## src/rtl/mhts_pkg.sv

```systemverilog
// Package with the types, codes and constants shared by the timer queue modules.
package mhts_pkg;

   localparam int HEAP_DEPTH_DEF  = 16;
   localparam int JOB_ID_BITS_DEF = 8;
   localparam int MAX_RESULTS     = 16;
   localparam int ID_W            = 8;
   localparam int TIME_W          = 32;
   localparam int IVL_W           = 31;

   localparam logic [1:0] MODE_SCHEDULE = 2'd0;
   localparam logic [1:0] MODE_TICK     = 2'd1;
   localparam logic [1:0] MODE_STOP     = 2'd2;

   localparam logic [1:0] KIND_ACCEPT = 2'd0;
   localparam logic [1:0] KIND_REJECT = 2'd1;
   localparam logic [1:0] KIND_FIRED  = 2'd2;

   localparam logic [TIME_W-1:0] KEY_BIAS = 32'h8000_0000;

   typedef struct packed {
      logic [1:0]        mode;
      logic [ID_W-1:0]   job_id;
      logic [TIME_W-1:0] due_time;
      logic [IVL_W-1:0]  repeat_interval;
   } req_type;

   typedef struct packed {
      logic [1:0]        kind;
      logic [ID_W-1:0]   fired_id;
      logic [TIME_W-1:0] fire_time;
      logic              last;
   } rsp_type;

   typedef enum logic [1:0] {
      CMD_SCHEDULE,
      CMD_TICK,
      CMD_STOP
   } cmd_op_type;

   typedef struct packed {
      cmd_op_type        op;
      logic [ID_W-1:0]   job_id;
      logic [TIME_W-1:0] due_time;
      logic [IVL_W-1:0]  interval;
   } cmd_type;

   typedef struct packed {
      logic    valid;
      cmd_type cmd;
   } cmd_head_type;

   typedef enum logic [2:0] {
      BK_IDLE,
      BK_READ,
      BK_CMP,
      BK_FIRE,
      BK_MOVE_RD,
      BK_MOVE_WR,
      BK_FINISH
   } back_state_type;

endpackage

```

## src/rtl/mhts_front.sv

```systemverilog
// Front end: takes transactions, decodes them into commands and queues them.
module mhts_front import mhts_pkg::*; #(
   parameter int JOB_ID_BITS = JOB_ID_BITS_DEF
) (
   input  logic         clock,
   input  logic         reset,
   input  logic         start,
   output logic         busy,
   input  req_type      req_data,
   output cmd_head_type head,
   input  logic         pop
);

   localparam logic [ID_W-1:0] ID_MASK = ID_W'((33'd1 << JOB_ID_BITS) - 33'd1);

   cmd_type    q_ff [2];
   logic       wptr_ff, wptr_in, rptr_ff, rptr_in;
   logic [1:0] cnt_ff, cnt_in;
   logic       push;
   cmd_type    cmd;

   always_comb begin
      cmd.job_id   = req_data.job_id & ID_MASK;
      cmd.due_time = req_data.due_time;
      cmd.interval = req_data.repeat_interval;
      cmd.op       = CMD_TICK;
      push         = 1'b0;
      if (start && !busy) begin
         unique case (req_data.mode)
            MODE_SCHEDULE: begin
               cmd.op = CMD_SCHEDULE;
               push   = 1'b1;
            end
            MODE_TICK: begin
               cmd.op = CMD_TICK;
               push   = 1'b1;
            end
            MODE_STOP: begin
               cmd.op = CMD_STOP;
               push   = 1'b1;
            end
            default: push = 1'b0;
         endcase
      end
      wptr_in = push ? ~wptr_ff : wptr_ff;
      rptr_in = pop ? ~rptr_ff : rptr_ff;
      cnt_in  = cnt_ff + {1'b0, push} - {1'b0, pop};
   end

   assign busy       = (cnt_ff == 2'd2);
   assign head.valid = (cnt_ff != 2'd0);
   assign head.cmd   = q_ff[rptr_ff];

   always_ff @(posedge clock) begin
      if (reset) begin
         wptr_ff <= 1'b0;
         rptr_ff <= 1'b0;
         cnt_ff  <= 2'd0;
      end else begin
         wptr_ff <= wptr_in;
         rptr_ff <= rptr_in;
         cnt_ff  <= cnt_in;
      end
      if (push) begin
         q_ff[wptr_ff] <= cmd;
      end
   end

endmodule

```

## src/rtl/mhts_back.sv

```systemverilog
// Back end: runs commands against the job store and produces the results.
module mhts_back import mhts_pkg::*; #(
   parameter int HEAP_DEPTH  = HEAP_DEPTH_DEF,
   parameter int JOB_ID_BITS = JOB_ID_BITS_DEF
) (
   input  logic         clock,
   input  logic         reset,
   input  cmd_head_type head,
   output logic         pop,
   output logic         rsp_valid,
   output rsp_type      rsp_data
);

   localparam int IDX_W = (HEAP_DEPTH > 1) ? $clog2(HEAP_DEPTH) : 1;
   localparam int CNT_W = $clog2(HEAP_DEPTH + 1);
   localparam int N_W   = $clog2(MAX_RESULTS + 1);

   typedef struct packed {
      logic [TIME_W-1:0]      due;
      logic [IVL_W-1:0]       ivl;
      logic [JOB_ID_BITS-1:0] job;
   } entry_type;

   entry_type mem [HEAP_DEPTH];
   entry_type rd_data_ff, wr_data;
   logic [IDX_W-1:0] rd_addr, wr_addr;
   logic             wr_en;

   back_state_type         state_ff, state_in;
   logic [CNT_W-1:0]       count_ff, count_in;
   logic [TIME_W-1:0]      now_ff, now_in;
   logic                   stopped_ff, stopped_in;
   logic [IDX_W-1:0]       idx_ff, idx_in, best_idx_ff, best_idx_in;
   logic [TIME_W-1:0]      best_key_ff, best_key_in;
   logic [JOB_ID_BITS-1:0] best_job_ff, best_job_in, pend_ff, pend_in;
   logic [IVL_W-1:0]       best_ivl_ff, best_ivl_in;
   logic                   pend_valid_ff, pend_valid_in;
   logic [N_W-1:0]         n_ff, n_in;
   logic                   rsp_valid_ff, rsp_valid_in;
   rsp_type                rsp_ff, rsp_in;
   logic [TIME_W-1:0]      key;
   logic                   better;
   logic [CNT_W-1:0]       count_dec;

   always_comb begin
      state_in      = state_ff;
      count_in      = count_ff;
      now_in        = now_ff;
      stopped_in    = stopped_ff;
      idx_in        = idx_ff;
      best_idx_in   = best_idx_ff;
      best_key_in   = best_key_ff;
      best_job_in   = best_job_ff;
      best_ivl_in   = best_ivl_ff;
      pend_in       = pend_ff;
      pend_valid_in = pend_valid_ff;
      n_in          = n_ff;
      rsp_valid_in  = 1'b0;
      rsp_in        = rsp_ff;
      pop           = 1'b0;
      wr_en         = 1'b0;
      wr_addr       = IDX_W'(count_ff);
      wr_data.due   = head.cmd.due_time;
      wr_data.ivl   = head.cmd.interval;
      wr_data.job   = JOB_ID_BITS'(head.cmd.job_id);
      rd_addr       = idx_ff;
      count_dec     = count_ff - CNT_W'(1);
      key           = (rd_data_ff.due - now_ff) ^ KEY_BIAS;
      better        = (idx_ff == '0) || (key < best_key_ff) ||
                      ((key == best_key_ff) && (rd_data_ff.job < best_job_ff));
      unique case (state_ff)
         BK_IDLE: begin
            if (head.valid) begin
               pop = 1'b1;
               unique case (head.cmd.op)
                  CMD_STOP: begin
                     count_in   = '0;
                     stopped_in = 1'b1;
                  end
                  CMD_SCHEDULE: begin
                     rsp_valid_in     = 1'b1;
                     rsp_in.fired_id  = head.cmd.job_id;
                     rsp_in.fire_time = now_ff;
                     rsp_in.last      = 1'b1;
                     if (stopped_ff || (count_ff == CNT_W'(HEAP_DEPTH))) begin
                        rsp_in.kind = KIND_REJECT;
                     end else begin
                        rsp_in.kind = KIND_ACCEPT;
                        wr_en       = 1'b1;
                        count_in    = count_ff + CNT_W'(1);
                     end
                  end
                  CMD_TICK: begin
                     if (!stopped_ff) begin
                        now_in        = now_ff + TIME_W'(1);
                        n_in          = '0;
                        pend_valid_in = 1'b0;
                        idx_in        = '0;
                        if (count_ff != '0) begin
                           state_in = BK_READ;
                        end
                     end
                  end
                  default: state_in = BK_IDLE;
               endcase
            end
         end
         BK_READ: begin
            state_in = BK_CMP;
         end
         BK_CMP: begin
            if (better) begin
               best_idx_in = idx_ff;
               best_key_in = key;
               best_job_in = rd_data_ff.job;
               best_ivl_in = rd_data_ff.ivl;
            end
            if (CNT_W'(idx_ff) == count_dec) begin
               state_in = ((better ? key : best_key_ff) <= KEY_BIAS) ? BK_FIRE : BK_FINISH;
            end else begin
               idx_in   = idx_ff + IDX_W'(1);
               state_in = BK_READ;
            end
         end
         BK_FIRE: begin
            if (pend_valid_ff) begin
               rsp_valid_in     = 1'b1;
               rsp_in.kind      = KIND_FIRED;
               rsp_in.fired_id  = ID_W'(pend_ff);
               rsp_in.fire_time = now_ff;
               rsp_in.last      = 1'b0;
            end
            pend_in       = best_job_ff;
            pend_valid_in = 1'b1;
            n_in          = n_ff + N_W'(1);
            idx_in        = '0;
            if (best_ivl_ff != '0) begin
               wr_en       = 1'b1;
               wr_addr     = best_idx_ff;
               wr_data.due = now_ff + TIME_W'(best_ivl_ff);
               wr_data.ivl = best_ivl_ff;
               wr_data.job = best_job_ff;
               state_in    = (n_in < N_W'(MAX_RESULTS)) ? BK_READ : BK_FINISH;
            end else begin
               state_in = BK_MOVE_RD;
            end
         end
         BK_MOVE_RD: begin
            rd_addr  = IDX_W'(count_dec);
            state_in = BK_MOVE_WR;
         end
         BK_MOVE_WR: begin
            wr_en    = 1'b1;
            wr_addr  = best_idx_ff;
            wr_data  = rd_data_ff;
            count_in = count_dec;
            state_in = ((n_ff < N_W'(MAX_RESULTS)) && (count_dec != '0)) ? BK_READ : BK_FINISH;
         end
         BK_FINISH: begin
            if (pend_valid_ff) begin
               rsp_valid_in     = 1'b1;
               rsp_in.kind      = KIND_FIRED;
               rsp_in.fired_id  = ID_W'(pend_ff);
               rsp_in.fire_time = now_ff;
               rsp_in.last      = 1'b1;
            end
            pend_valid_in = 1'b0;
            state_in      = BK_IDLE;
         end
         default: state_in = BK_IDLE;
      endcase
   end

   always_ff @(posedge clock) begin
      if (reset) begin
         state_ff      <= BK_IDLE;
         count_ff      <= '0;
         now_ff        <= '0;
         stopped_ff    <= 1'b0;
         pend_valid_ff <= 1'b0;
         rsp_valid_ff  <= 1'b0;
      end else begin
         state_ff      <= state_in;
         count_ff      <= count_in;
         now_ff        <= now_in;
         stopped_ff    <= stopped_in;
         pend_valid_ff <= pend_valid_in;
         rsp_valid_ff  <= rsp_valid_in;
      end
      idx_ff      <= idx_in;
      best_idx_ff <= best_idx_in;
      best_key_ff <= best_key_in;
      best_job_ff <= best_job_in;
      best_ivl_ff <= best_ivl_in;
      pend_ff     <= pend_in;
      n_ff        <= n_in;
      rsp_ff      <= rsp_in;
   end

   always_ff @(posedge clock) begin
      if (wr_en) begin
         mem[wr_addr] <= wr_data;
      end
      rd_data_ff <= mem[rd_addr];
   end

   assign rsp_valid = rsp_valid_ff;
   assign rsp_data  = rsp_ff;

endmodule

```

## src/rtl/min_heap_timer_scheduler_core.sv

```systemverilog
// Top level of the timer queue: front end, command queue and job store back end.
//
//   Channel   Ports                      Handshake
//   request   start, busy, req_data      taken when start is high and busy is low
//   response  rsp_valid, rsp_data        one cycle per result, always taken
//
// A schedule's result passes through the command queue and the response register, and it
// waits while a tick is in progress. A tick scans the stored jobs one entry at a time through
// the single read port of the job store, and scans them anew for each fired job. Reset is
// synchronous and leaves the queue empty and running. The receiver cannot stall; the two-entry
// command queue raises busy when full.
module min_heap_timer_scheduler_core import mhts_pkg::*; #(
   parameter int HEAP_DEPTH  = HEAP_DEPTH_DEF,
   parameter int JOB_ID_BITS = JOB_ID_BITS_DEF
) (
   input  logic    clock,
   input  logic    reset,
   input  logic    start,
   output logic    busy,
   input  req_type req_data,
   output logic    rsp_valid,
   output rsp_type rsp_data
);

   cmd_head_type head;
   logic         pop;

   mhts_front #(.JOB_ID_BITS(JOB_ID_BITS)) u_front (
      .clock(clock), .reset(reset), .start(start), .busy(busy),
      .req_data(req_data), .head(head), .pop(pop)
   );

   mhts_back #(.HEAP_DEPTH(HEAP_DEPTH), .JOB_ID_BITS(JOB_ID_BITS)) u_back (
      .clock(clock), .reset(reset), .head(head), .pop(pop),
      .rsp_valid(rsp_valid), .rsp_data(rsp_data)
   );

endmodule

```

## config.mk

```make
export PLATFORM = sky130hd
export DESIGN_NAME = min_heap_timer_scheduler_core
export DESIGN_NICKNAME = d
export VERILOG_FILES = /design/src/rtl/mhts_pkg.sv /design/src/rtl/mhts_front.sv /design/src/rtl/mhts_back.sv /design/src/rtl/min_heap_timer_scheduler_core.sv
export SDC_FILE = /design/constraint.sdc
export NUM_CORES = 2
export LEC_CHECK = 0
export BUFFER_PORTS_ARGS = -buffer_cell sky130_fd_sc_hd__buf_2
export CORE_MARGIN = 1
export CORE_UTILIZATION = 30
export CTS_CLUSTER_SIZE = 14
export DETAILED_ROUTE_END_ITERATION = 7
export PLACE_DENSITY_LB_ADDON = 0.05
export SYNTH_ARGS = -nofsm -noshare
export SYNTH_HDL_FRONTEND = slang
export SYNTH_SLANG_ARGS = --single-unit
```

## constraint.sdc

```tcl
create_clock -name clock -period 9 [get_ports clock]
set_input_delay 0.9 -clock clock [delete_from_list [all_inputs] [get_ports clock]]
set_output_delay 0.9 -clock clock [all_outputs]
set_load 0.01 [all_outputs]
```

==> impl_metrics.toml <==
[global_route]
grt_use_total_pct = 19.79
grt_max_degree = 139
grt_pass1_vias = 41160
overflow = 0
grt_pass1_wl_um = 310500
grt_antenna_before_repair = 15

[timing]
finalClockSkew_ns = 0.02848
max_freq_ghz = 0.1534
worstMarginPinSlew_ns = 1.408
setup_tns_ns = 0
drv_slew = 0
max_slew_margin_pct = 6.125
setup_viol = 0
final_hold_viol_count = 0
timing.final.crit_share_pct = 72.41
period_needed_ns = 6.517
rsz0062_at_grt = "false"

[status]
status = "finished clean"

[detailed_routing]
first_pass_iters = 5
wire_per_inst_um = 26.27
via_per_inst = 5.083
ant_nets = 0
drtIter0Drc = 3383
drc = 0
wirelength_um = 217200
vias = 42030

[pwr]
cellPowerDensity_nw_per_um2 = 271.6
p_leak_nw = 25.45
ir_worst_vdd_v = 0.0002322

[cts]
postCtsSetupRepairBufs = 0
htreeDepth = 4
clk_pin_slew_worst_paths_ns = 0.06
insertion_delay_ns = 0.83
cts_tree = "built"
cts_resized = 0
cts_buffers = 179
clock_sinks = 1536
hold_buffers = 0
root_buffer = "clkbuf_16"
clockBufferDepth = 3

[synth]
synthCells = 5189
synth_flop_cell = "edfxtp_1"
synth_fa_ha_area_share_pct = 2.198
ys_seq_elements = 1536
netlist_area_sq_um = 64440
synth-simple-area-share_pct = 14.24
async_reset_ff_share_pct = 0
avgSynthCellArea_sq_um = 12.42
synthMuxAreaShare_pct = 1.305
yosysWarnings = 0
synth_top_family_by_area = "simple AND/OR/NAND/NOR gates"
synth-compound-area-share_pct = 8.774
yosysUniqueCellTypes = 78
synth_edf_count = 1417
seq_area_frac_synth_pct = 69.73
synthXorXnorAreaFrac_pct = 1.223
synth_fp_nets = 5377

[placed_design]
gp_congestion = 0.8291
dpl_cell_area_sq_um = 68700
dpl.hpwl_um = 120700
dp_cells = 7930
port_buffers = 120

[setup_path]
cp_data_arrival_time_ns = 7.28
end_kind = "flop"
path_max_fanout = 21
cp_slowest_cell = "nand2_1"
path_cells = "inv_1, ha_1, a2111oi_0, o21a_1, nor2_1, o21ai_0, a21oi_1, o221ai_1, a21oi_1, a21oi_1, xnor2_1, ha_1, nand4_1, nor4_1, nand4_1, a21oi_1, a21oi_1, nand2_1, mux2_2, a2111o_1, nor4_2, o221a_1"
worstPathRequired_ns = 9.76
criticalPathCategory = "flop to flop"
r2r_slack_ns = 2.48
crit_top_cell = "a21oi_1"
slowest_delay_ns = 0.56
startpoint_type = "flop"
cp_top_family = "compound AO/OA/AOI/OAI gates"
crit_buf_inv = 1

[die]
die-height_um = 465.5
coreArea_sq_um = 212700
start_util_pct = 30.29
fp-row-count = 169
die_w_um = 465.5
pin_count = 121
die-area_sq_um = 216700

[job]
cap_violations = 0

[min_path]
hold_class = "input port to flop"

[final_layout]
post-route-cell-area_sq_um = 74330
stdcell_count = 8269
utilization_pct = 34.94
nNetsFinal = 5481
area_growth_pct = 15.34
drive_gt1_share_pct = 9.695
-- cell type report --
| class | instances | area [sq um] |
|---|---|---|
| inverter | 113 | 424.2 |
| multi-input combinational | 3231 | 18110 |
| sequential | 1536 | 44940 |
| tap | 2821 | 3530 |
| clock buffer | 244 | 4928 |
| antenna | 2 | 5.005 |
| fill | 20960 | 138400 |
| timing repair buffer | 232 | 1717 |
| clock inverter | 90 | 671.9 |
-- registers in the layout, summed over array words and instances (netlist names), named ones only --
register and cells:
u_back.rd_data_ff 71, u_front.wptr_ff 1, u_front.q_ff 146, u_back.pend_ff 8, u_back.best_ivl_ff 31, u_back.best_job_ff 8, u_back.stopped_ff 1, u_back.rsp_data 43
u_front.cnt_ff 2, u_front.rptr_ff 1, u_back.pend_valid_ff 1, u_back.best_key_ff 32, u_back.state_ff 3, u_back.n_ff 5, u_back.mem 1136, u_back.now_ff 32
u_back.best_idx_ff 4, u_back.idx_ff 4, u_back.count_ff 5, u_back.rsp_valid 1
-- metal layers --
metal	routed length, um	track usage (%)
met5	0	0
met4	3708	4.295
met3	8811	2.579
met2	99670	31.24
met1	105000	28.85
-- stage by stage --
stage | setup slack, ns | total power [mW] | hold WS (ns)
after floorplan | 2.638 | 11.62 | 0.4081
after global placement | 2.645 | 13.37 | 0.4131
after detailed placement | 2.477 | 13.36 | 0.4130
after CTS | 2.449 | 20.48 | 0.1785
after global routing | 1.677 | 21.14 | 0.2014
final | 2.483 | 20.19 | 0.2624
-- cell usage in the layout (no fill, tap or decap), types with 21 or more instances in the layout --
cell	count
a311oi_1	213
nor3_1	38
dfxtp_1	118
clkinv_1	46
nand4_1	29
edfxtp_1	1417
clkbuf_1	49
mux2i_1	75
o21ai_0	113
clkinv_2	21
buf_2	120
nor2_1	184
inv_1	112
clkbuf_16	183
a21o_1	29
nand3_1	320
buf_4	90
a21oi_1	184
a31oi_1	85
o211ai_1	41
buf_12	22
and3_1	150
ha_1	110
nand2_1	1287
xnor2_1	70
-- power by group --
part	switching, mW	internal, mW	leakage [nW]
clock network	2.99	4.05	2.73
logic	3.04	1.25	8.93
registers	0.202	8.66	13.8
-- worst paths after layout --
kind,start,end,cells after the start
max,u_back.now_ff[10],u_back.state_ff[0],22
min,req_data[6],u_front.q_ff[0][6],1
max reg2reg,u_back.now_ff[10],u_back.state_ff[0],22
min reg2reg,u_back.rd_data_ff[32],u_back.best_ivl_ff[24],0
-- synth_stat cells (4+ instances only) --
master,count,share of area (%)
nor3_1,38,0.30
xnor2_1,70,0.95
nand4_1,29,0.28
nor2_1,201,1.2
o211ai_1,41,0.48
clkbuf_1,278,1.6
mux2i_1,75,1.2
nor4_1,20,0.19
inv_1,113,0.66
a221oi_1,8,0.11
a32oi_1,4,0.054
o21ai_0,122,0.95
a211o_1,4,0.054
dfxtp_1,119,3.7
nor2b_1,18,0.17
nand3b_1,5,0.058
a31oi_1,85,0.83
mux2_2,8,0.14
nand3_1,321,2.5
a21o_1,29,0.34
a2111oi_0,7,0.095
o21a_1,16,0.19
ha_1,110,2.1
and3_1,150,1.5
or2_2,6,0.058
nand2_1,1288,7.5
a21oi_1,186,1.4
a22oi_1,10,0.12
o221ai_1,23,0.31
o31ai_1,5,0.058
a211oi_1,17,0.20
or3_1,10,0.097
o21bai_1,7,0.082
and2_1,12,0.12
a311oi_1,213,2.9
edfxtp_1,1417,66
xor2_1,20,0.27
buf_1,22,0.13
o22ai_1,10,0.097
nand2b_1,9,0.087
a21boi_0,5,0.058
-- cell families after synthesis --
family          after synthesis
flops                      1536
compound gates              821
buf+inv                     422
xor+xnor                     90
mux                          83
fa+ha+maj                   112
simple gates               2125
Note: power is estimated with default switching activity, not from simulation.
